--- src/rtl/ptws_pkg.sv ---
// Shared types and constants for the prefix tree word store.
// Holds the command codes, controller state encoding and the
// command/status structs between controller and datapath. No dependencies.
package ptws_pkg;

  localparam int unsigned CmdW      = 2;
  localparam int unsigned LetterW   = 5;
  localparam int unsigned InDataW   = 8;
  localparam int unsigned InUserW   = 3;
  localparam int unsigned OutDataW  = 8;
  localparam int unsigned OutUserW  = 2;

  // Request commands; any other code behaves as prefix search.
  localparam logic [CmdW-1:0] CMD_INSERT = 2'd0;
  localparam logic [CmdW-1:0] CMD_SEARCH = 2'd1;

  typedef enum logic [5:0] {
    ST_INIT   = 6'b000001,
    ST_IDLE   = 6'b000010,
    ST_LOOK   = 6'b000100,
    ST_ALLOC  = 6'b001000,
    ST_END_RD = 6'b010000,
    ST_FINISH = 6'b100000
  } state_e;

  // Controller to datapath
  typedef struct packed {
    logic init;
    logic accept;
    logic look;
    logic alloc;
    logic rd_end;
    logic finish;
  } ctrl_cmd_t;

  // Datapath to controller
  typedef struct packed {
    logic walk;
    logic in_last;
    logic last;
    logic link_hit;
    logic insert;
    logic pool_free;
    logic out_free;
  } dp_sts_t;

endpackage

--- src/rtl/ptws_ctrl.sv ---
// Controller state machine for the prefix tree word store.
// Sequences lookup, node allocation and end-mark update; uses ptws_pkg.
module ptws_ctrl (
  input  logic                 clk_i,
  input  logic                 rst_ni,
  input  logic                 s_valid_i,
  output logic                 s_ready_o,
  input  ptws_pkg::dp_sts_t    sts_i,
  output ptws_pkg::ctrl_cmd_t  cmd_o
);
  import ptws_pkg::*;

  state_e state_q, state_d;

  always_comb begin
    state_d   = state_q;
    cmd_o     = '0;
    s_ready_o = 1'b0;
    case (state_q)
      ST_INIT: begin
        // clear the root row once after reset
        cmd_o.init = 1'b1;
        state_d    = ST_IDLE;
      end
      ST_IDLE: begin
        s_ready_o = 1'b1;
        if (s_valid_i) begin
          cmd_o.accept = 1'b1;
          if (sts_i.walk) begin
            state_d = ST_LOOK;
          end else if (sts_i.in_last) begin
            state_d = ST_FINISH;
          end
        end
      end
      ST_LOOK: begin
        cmd_o.look = 1'b1;
        if (sts_i.link_hit) begin
          state_d = sts_i.last ? ST_END_RD : ST_IDLE;
        end else if (sts_i.insert && sts_i.pool_free) begin
          state_d = ST_ALLOC;
        end else begin
          state_d = sts_i.last ? ST_FINISH : ST_IDLE;
        end
      end
      ST_ALLOC: begin
        cmd_o.alloc = 1'b1;
        state_d     = sts_i.last ? ST_END_RD : ST_IDLE;
      end
      ST_END_RD: begin
        cmd_o.rd_end = 1'b1;
        state_d      = ST_FINISH;
      end
      ST_FINISH: begin
        // hold until the result register can take the answer
        if (sts_i.out_free) begin
          cmd_o.finish = 1'b1;
          state_d      = ST_IDLE;
        end
      end
      default: begin
        state_d = ST_INIT;
      end
    endcase
  end

  always_ff @(posedge clk_i or negedge rst_ni) begin
    if (!rst_ni) begin
      state_q <= ST_INIT;
    end else begin
      state_q <= state_d;
    end
  end

  a_cmd_onehot0: assert property (@(posedge clk_i) disable iff (!rst_ni)
    $onehot0(cmd_o))
    else $error("more than one datapath command at once");

  a_walk_to_look: assert property (@(posedge clk_i) disable iff (!rst_ni)
    (cmd_o.accept && sts_i.walk) |=> cmd_o.look)
    else $error("walking request not followed by lookup");

  a_alloc_after_look: assert property (@(posedge clk_i) disable iff (!rst_ni)
    cmd_o.alloc |-> $past(cmd_o.look))
    else $error("node allocated without preceding lookup");

  a_rd_end_to_finish: assert property (@(posedge clk_i) disable iff (!rst_ni)
    cmd_o.rd_end |=> (state_q == ST_FINISH))
    else $error("end-mark read not followed by finish");

endmodule

--- config.mk ---
export PLATFORM = sky130hd
export DESIGN_NAME = ptws_ctrl
export DESIGN_NICKNAME = d
export VERILOG_FILES = /design/src/rtl/ptws_pkg.sv /design/src/rtl/ptws_ctrl.sv
export SDC_FILE = /design/constraint.sdc
export NUM_CORES = 1
export LEC_CHECK = 0
export BUFFER_PORTS_ARGS = -buffer_cell sky130_fd_sc_hd__buf_4
export CORE_AREA = 2 2 39 41
export DETAILED_ROUTE_END_ITERATION = 6
export DIE_AREA = 0 0 41 43
export GPL_TIMING_DRIVEN = 1
export HOLD_SLACK_MARGIN = 0.12
export SETUP_SLACK_MARGIN = 0.05
export SYNTH_ARGS = -nofsm -noshare
export SYNTH_HDL_FRONTEND = slang
export SYNTH_SLANG_ARGS = --single-unit
--- constraint.sdc ---
create_clock -name clk_i -period 4.3 [get_ports clk_i]
set_clock_uncertainty 0.05 [all_clocks]
set_input_delay 0.86 -clock clk_i [delete_from_list [all_inputs] [get_ports clk_i]]
set_output_delay 0.86 -clock clk_i [all_outputs]
set_load 0.02 [all_outputs]
==> metrics, run 1 <==
number of global-route vias before repair=364; # Post-CTS Setup Buffers=0; status=finished, final reports clean; Max Transition Viols Final=0; Detail Placement HPWL=around 750 um; Cell Area, Synth=402 sq um; Yosys top cell by area=dfrtp_1; fmax=roughly 0.36 GHz; CTS Buf Count=3; Yosys top cell area share=between 30 and 40%; GRT busiest layer=met1; crit-path cells=or4_1 -> nor3b_2 -> and2_1 -> buf_4; logic gate share of total power=46.6%; Final Hold Vio Count=0; Setup WS pre-CTS=around 1800 ps; # diodes=0; met3 usage=3.14%; TritonRoute pass-1 iters=2; row count=14; R2R cell count=4; synth unique cells=25; switching share of power=a little under two fifths; Area Overhead vs Synth=41.4%; Slew @ Worst Pin=407 ps; first-pass GRT wire length=between 1 and 1.5 mm; I/O pin cnt=17; Hold Path Class=in -> async; P_int=approximately 0.17 mW; CP startpoint kind=flip-flop; Synth Warn #=0; largest net degree at the start of global routing=9; global routing usage on met1=17.2%; Worst setup endpoint=cmd_o[4]; peak supply drop=0.200 mV; max_slew headroom=approximately 73%; RSZ-0062 raised after global routing=false; CP arrival=roughly 1900 ps; # setup viols final=0; Largest Register=state_q; Seq pwr share=approximately 33%; register bit total from synthesis=6; MaxCap Viol Count=0; max reg flops=6; CTS tree=done; antenna-violating nets left=0; LEAKAGE=0.284 nW; crit path time final=approximately 2800 ps; via count=between 400 and 500; syn nets=56; final worst-path cycle share=between 60% and 70%; Sink Count=6; Clock Pin Slew Worst Setup and Hold Paths=~50 ps; Multi-input gate area=239 sq um; crit-path max FO=8; CP required=around 3400 ps; Clock Path Buffers=2; EDFF count, synth=0; Worst Setup SP=state_q[4]; Die X=a little over 40 um; main area contributors after synthesis=dfrtp_1 (31%), dfstp_2 (6.5%), o21ai_0 (5.0%), nor2_1 (4.7%), o32ai_2 (4.0%); critical path class=reg -> out; critical path capture point type=primary output; initial antenna violation count=0; DRT iter0 DRCs=5; Post-Route WL=a little over 900 um; Die ar.=approximately 1800 sq um; Power Density=approximately 500 nW/um^2; final worst slack=roughly 1500 ps; Routed WL per cell=11.3 um; register area share after synthesis=37.7%; FF-to-FF setup slack=2450 ps; total core area=roughly 1400 sq um; top cells by count, synth=dfrtp_1 (5), nor2_1 (5), nand2_1 (4), o21ai_0 (4); CP top delay family=simple AND/OR/NAND/NOR gates; Main synth FF type=dfrtp_1; Fill cells=roughly 150; I/O Buffers=16; Clk network pwr share=approximately a fifth; instance count on the critical path=4; FF+latch area=roughly 150 sq um; worst r2r dst=state_q[5]; total gr overflow=0; RePlAce Congestion=0.775; Vias/cell=5.12; Syn Inst Count=46; root buf cell=clkbuf_4; clk_lat worst skew=about 250 ps; htree depth=1; nets=between 70 and 80; syn_area_per_cell=8.73 sq um; Top Registers=state_q x6; asr flop ratio synth=between 90% and 100%; Net Sw Power=0.108 mW; Max stage delay on crit path=between 500 and 600 ps; die span in y=roughly 43 um; gr usage total=approximately an eighth; layout cell share with drive strength beyond 1=a little over a third; Initial Util=~29%; FF-to-FF Start=state_q[1]; number of buffers and inverters on the critical path=1; CP max stage cell=or4_1; cts hold-fix bufs=0; drt drc=0; post-cts sizing count=0; final setup TNS=0 ps; GR Layer Usage met2=between 15 and 20%
-- power groups by stage --
stage	Clock (mW)	Combinational, mW	Sequential [mW]
global route	0.0599	0.141	0.0957
global placement	0	0.133	0.0947
finish	0.0564	0.132	0.0945
floorplan	0	0.0924	0.0893
CTS	0.0579	0.132	0.0932
detailed placement	0	0.132	0.0942
-- stage by stage --
step           hold WS (ps)  instances  utilization, %  total power, mW  area (sq um)
2_1_floorplan           514         46               -            0.182           402
3_3_place_gp            613         78            39.2            0.227           542
3_5_place_dp            612         78            39.2            0.226           542
4_1_cts                 356         82            41.0            0.283           568
5_1_grt                 355         82            41.0            0.297           568
6_report                355         82            41.0            0.283           568
-- routing by layer --
metal  share of wire, %  up-vias
li1                   -      211
met1                 46      192
met2                 45       15
met3                7.2        2
met4                1.5        0
met5                  0        -
-- final cells by class --
class,instances,area share [%]
multi-input cells,37,42.1
flip-flops and latches,6,26.7
repair buffers,16,21.1
clock buffers,4,4.63
well taps,16,3.52
inverters,3,1.98
-- layout by cell type (no fill, tap or decap), types with 2 or more instances in the layout --
cell type,instances
nor3b_1,2
and3_1,2
clkbuf_4,3
inv_1,3
nor3_1,3
dfrtp_1,5
o21ai_0,4
nand2_1,4
nor2b_1,2
nor2_1,5
buf_4,16
-- how the worst min path moves through the flow --
stage | from | end | cells after the start
after CTS | rst_ni | state_q[3] | 1
after floorplan | rst_ni | state_q[1] | 0
after global routing | rst_ni | state_q[3] | 1
after global placement | state_q[4] | state_q[0] | 3
after detailed placement | state_q[4] | state_q[0] | 3
final | rst_ni | state_q[3] | 1
-- cell families after synthesis --
group / after synthesis / synth area share [%]
buffers and inverters: 3 / 2.80
and+or+nand+nor: 25 / 37.1
AOI/OAI and AO/OA: 10 / 17.8
muxes: 1 / 2.49
DFF: 6 / 37.7
xor gates and xnor gates: 1 / 2.18
Power figures use the tool's default switching activity.
==> inputs of run 2 (changes only) <==
--- a/config.mk
+++ b/config.mk
@@ -5,6 +5,7 @@
 export SDC_FILE = /design/constraint.sdc
 export NUM_CORES = 1
 export LEC_CHECK = 0
+export ABC_AREA = 1
 export BUFFER_PORTS_ARGS = -buffer_cell sky130_fd_sc_hd__buf_4
 export CORE_AREA = 2 2 39 41
 export DETAILED_ROUTE_END_ITERATION = 6
==> constraint.sdc (replaced) <==
create_clock -name clk_i -period 2.87 [get_ports clk_i]
set_clock_uncertainty 0.05 [all_clocks]
set_input_delay 0.574 -clock clk_i [delete_from_list [all_inputs] [get_ports clk_i]]
set_output_delay 0.574 -clock clk_i [all_outputs]
set_load 0.02 [all_outputs]
==> metrics, run 2 <==
final setup TNS=0 ps; critical path capture point type=primary output; CP required=2250 ps; crit-path max FO=8; Main synth FF type=dfrtp_1; count leader, synth=nand2_1; hold path depth=2; CP arrival=roughly 1400 ps; Detail Placement HPWL=877 um; R2R cell count=6; total gr overflow=0; Design Area, Final=around 650 sq um; RSZ-0062 raised after global routing=false; htree depth=1; fmax=approximately 0.5 GHz; Sink Count=6; crit-path cells=nor2_4 -> nand3_1 -> nor2_1 -> buf_4; Routed WL per cell=10.2 um; root buf cell=clkbuf_4; Fill cells=approximately 160; final worst slack=approximately 900 ps; register bit total from synthesis=6; gr usage total=between 10% and 20%; Final Hold Vio Count=0; max_slew headroom=82.9%; commonest cells after routing, fill and taps aside=buf_4 (16), nand2_1 (13), inv_1 (10), nor2_1 (10); CTS Buf Count=3; Die ar.=between 1500 and 2000 sq um; synth unique cells=17; Setup WS pre-CTS=around 1100 ps; asr flop ratio synth=between 90% and 100%; number of global-route vias before repair=~490; MaxCap Viol Count=0; Power Density=approximately 730 nW/um^2; Max Transition Viols Final=0; status=finished, final reports clean; total core area=roughly 1400 sq um; Clock Pin Slew Worst Setup and Hold Paths=~50 ps; Post-Route WL=roughly 1.1 mm; WL met2=between 500 and 600 um; DRT iter0 DRCs=7; met1 WL=about 440 um; Area Overhead vs Synth=37.6%; Initial Util=33.9%; antenna-violating nets left=0; Die X=roughly 40 um; Yosys top cell area share=26.7%; main area contributors after synthesis=dfrtp_1 (27%), nand2_1 (10%), nor2_4 (9.6%), inv_1 (8.0%), nand4_1 (8.0%); Max stage delay on crit path=460 ps; CP max stage cell=dfrtp_1; TritonRoute pass-1 iters=4; Top Registers=state_q x6; initial antenna violation count=0; Yosys top cell by area=dfrtp_1; clk_lat worst skew=about 250 ps; largest net degree at the start of global routing=9; critical path class=reg -> out; Clock Path Buffers=2; nets=99; layout cell share with drive strength beyond 1=36.4%; Largest Register=state_q; # diodes=0; CTS tree=done; Cell Area, Synth=469 sq um; Hold Path Class=in -> reg; final worst-path cycle share=between 60% and 70%; max reg flops=6; row count=14; Syn Inst Count=67; via count=between 400 and 500; most common cell after layout, fill and taps aside=buf_4; register area share after synthesis=approximately a third; drt drc=0; Vias/cell=4.68; # setup viols final=0; syn nets=77; CP startpoint kind=flip-flop; WL met3=about 60 um; Slew @ Worst Pin=257 ps; LEAKAGE=approximately 0.36 nW; Area after DPL=between 600 and 700 sq um; I/O Buffers=16; Synth Warn #=0; syn_area_per_cell=7.00 sq um; crit path time final=~2000 ps; first-pass GRT wire length=1.93 mm; RePlAce Congestion=0.771; top cells by count, synth=nand2_1 (13), inv_1 (10), nor2_1 (10); die span in y=roughly 43 um; EDFF count, synth=0; # Post-CTS Setup Buffers=0; Max Used Layer=met3; peak supply drop=0.350 mV; I/O pin cnt=17
run 2: changes by cell type after synthesis, moves of 5 or more:
cell	delta
inv_1	+7
nand2_1	+9
nand3_1	+5
nand4_1	+6
nor2_1	+5
run 2: area by class of cell:
cell class	instances	area [sq um]	share of cell area, %
clock buffers	4	26.3	4.07
inverters	13	48.8	7.56
repair buffers	17	130	20.2
multi-input cells	48	269	41.7
flip-flops and latches	6	151	23.4
well taps	16	20.0	3.10
run 2: path summary, 6_finish.rpt:
kind,startpoint,endpoint,slack (ps)
max,state_q[2],cmd_o[4],890
min,sts_i[3],state_q[3],450
max reg2reg,state_q[2],state_q[1],1570
min reg2reg,state_q[1],state_q[1],570
max in group asynchronous,rst_ni,state_q[0],1940
min in group asynchronous,rst_ni,state_q[3],620
run 2: routing by layer:
| metal | up-vias | track usage [%] |
|---|---|---|
| li1 | 256 | - |
| met1 | 217 | 19.3 |
| met2 | 14 | 25.0 |
| met3 | 0 | 6.28 |
| met4 | 0 | 8.00 |
| met5 | - | 0 |
run 2: worst max-delay path, delay by kind of cell (launching register included):
kind | cells | cell delay [ps]
DFF | 1 | 460
and+or+nand+nor | 3 | 500
buffers and inverters | 1 | 150
run 2: power breakdown:
group / total (mW) / switching (mW) / internal (mW)
registers: 0.141 / 0.0303 / 0.111
logic: 0.246 / 0.152 / 0.0930
clock network: 0.0868 / 0.0340 / 0.0529
run 2: kinds of logic after synthesis:
logic type             Yosys count  synth area share, %
AOI/OAI and AO/OA                2                 2.67
DFF                              6                 32.3
buffers and inverters           13                 10.4
and+or+nand+nor                 46                 54.7
run 2: repair_timing:
action	CTS	global route
endpoints found under the hold margin	5	0
resized for setup	0	0
hold buffers	1	0
run 2: through the flow:
step	instances	hold WS [ps]	total power [mW]	utilization (%)
3_3_place_gp	99	333	0.390	44.0
3_5_place_dp	99	335	0.390	44.0
4_1_cts	104	444	0.483	46.7
2_1_floorplan	67	228	0.316	-
6_report	104	452	0.474	46.7
5_1_grt	104	454	0.521	46.7
==> inputs of run 3 (changes only) <==
--- a/config.mk
+++ b/config.mk
@@ -5,7 +5,7 @@
 export SDC_FILE = /design/constraint.sdc
 export NUM_CORES = 1
 export LEC_CHECK = 0
-export ABC_AREA = 1
+export ABC_AREA = 0
 export BUFFER_PORTS_ARGS = -buffer_cell sky130_fd_sc_hd__buf_4
 export CORE_AREA = 2 2 39 41
 export DETAILED_ROUTE_END_ITERATION = 6
==> constraint.sdc (replaced) <==
create_clock -name clk_i -period 1.6 [get_ports clk_i]
set_clock_uncertainty 0.05 [all_clocks]
set_input_delay 0.32 -clock clk_i [delete_from_list [all_inputs] [get_ports clk_i]]
set_output_delay 0.32 -clock clk_i [all_outputs]
set_load 0.02 [all_outputs]
==> metrics, run 3 (same netlist as run 1, synthesis figures left out) <==
status=complete, but fails checks; failing checks=setup timing; switching share of power=a little under two fifths; Max Transition Viols Final=0; gr usage total=~17%; Die ar.=1760 sq um; CP arrival=~1800 ps; Clk network pwr share=between 10% and 20%; Hold Path Class=in -> reg; R2R cell count=5; antenna-violating nets left=0; Slew @ Worst Pin=just under 400 ps; Post-Route WL=roughly 1.5 mm; nets=104; Routed WL per cell=between 10 and 15 um; max reg flops=6; DRT iter0 DRCs=2; Max stage delay on crit path=approximately 570 ps; Worst setup endpoint=cmd_o[4]; CTS tree=done; Setup WS pre-CTS=-256 ps; critical path class=reg -> out; crit-path cells=or4_4 -> nor3b_4 -> and2_4 -> buf_6; Vias/cell=around 4.9; first-pass GRT wire length=around 2.0 mm; Die X=41 um; FF-to-FF Start=state_q[4]; root buf cell=clkbuf_4; Top Registers=state_q x6; CP max stage cell=or4_4; MaxCap Viol Count=0; CP required=roughly 1200 ps; crit path time final=2140 ps; CP top delay family=simple AND/OR/NAND/NOR gates; Power Density=about 1300 nW/um^2; CP startpoint kind=flip-flop; clk_lat worst skew=approximately 240 ps; row count=14; instance count on the critical path=4; layout cell share with drive strength beyond 1=67.7%; Final Hold Vio Count=0; # diodes=0; Sink Count=6; logic gate share of total power=between 60 and 70%; final worst-path cycle share=134%; final setup TNS=-3680 ps; number of global-route vias before repair=between 400 and 500; Initial Util=29.0%; peak supply drop=just over 0.9 mV; Detail Placement HPWL=946 um; RSZ-0062 raised after global routing=true; critical path capture point type=primary output; CTS Buf Count=3; Fill cells=around 110; total power draw=about 1.2 mW; most common cell after layout, fill and taps aside=buf_4; htree depth=1; initial antenna violation count=0; number of buffers and inverters on the critical path=1; fmax=about 0.47 GHz; drt drc=0; via count=531; P_int=approximately 0.74 mW; Seq pwr share=approximately a fifth; final worst slack=-541 ps; total gr overflow=0; RePlAce Congestion=0.737; Largest Register=state_q; Area Overhead vs Synth=131%; FF-to-FF setup slack=-270 ps; total core area=1380 sq um; max_slew headroom=73.2%; largest net degree at the start of global routing=7; I/O Buffers=16; worst r2r dst=state_q[5]; I/O pin cnt=17; Clock Path Buffers=2; TritonRoute pass-1 iters=4; Clock Pin Slew Worst Setup and Hold Paths=40 ps; commonest cells after routing, fill and taps aside=buf_4 (25), buf_6 (17), dfrtp_1 (5); crit-path max FO=4; LEAKAGE=0.456 nW; die span in y=roughly 43 um; Worst Setup SP=state_q[4]; Net Sw Power=between 0.4 and 0.5 mW; # setup viols final=13
run 3: power by group through the flow:
stage	Sequential, mW	Clock (mW)	Combinational (mW)
2_1_floorplan	0.248	0	0.285
3_3_place_gp	0.237	0	0.527
3_5_place_dp	0.240	0	0.534
4_1_cts	0.222	0.157	0.672
5_1_grt	0.233	0.168	0.830
6_report	0.231	0.151	0.792
run 3: layout make-up:
class                   count  area (sq um)  area share, %
flip-flops and latches      6           151           16.4
repair buffers             43           389           42.0
inverters                   3          13.8           1.49
multi-input cells          37           325           35.1
clock buffers               4          26.3           2.84
well taps                  16          20.0           2.16
run 3: metal layers:
metal,global-route usage [%],share of wire (%),up-vias
met5,0,0,-
met4,6.00,2.6,0
met3,3.14,3.2,4
met2,25.3,54,13
met1,22.7,40,253
li1,-,-,261
run 3: timing repair:
item,CTS,global route
endpoints found under the hold margin,6,0
gates resized for setup,17,14
setup buffers,6,10
pin swaps,9,8
endpoints found under the setup margin,13,13
hold buffers,1,0
run 3: through the flow:
step	util (%)	std cells	hold WS, ps	cell area, sq um
final	66.9	109	236	926
after global routing	66.9	109	233	926
after detailed placement	47.5	90	82.1	657
after floorplan	-	46	-25.6	427
after global placement	47.5	90	79.1	657
after CTS	57.8	100	223	800
run 3: worst min path at each step:
stage | slack, ps | depth (start not counted) | from | end
CTS | 220 | 2 | sts_i[3] | state_q[3]
finish | 240 | 2 | sts_i[3] | state_q[3]
detailed placement | 80 | 1 | rst_ni | state_q[1]
global placement | 80 | 1 | rst_ni | state_q[1]
floorplan | -30 | 0 | rst_ni | state_q[1]
global route | 230 | 2 | sts_i[3] | state_q[3]
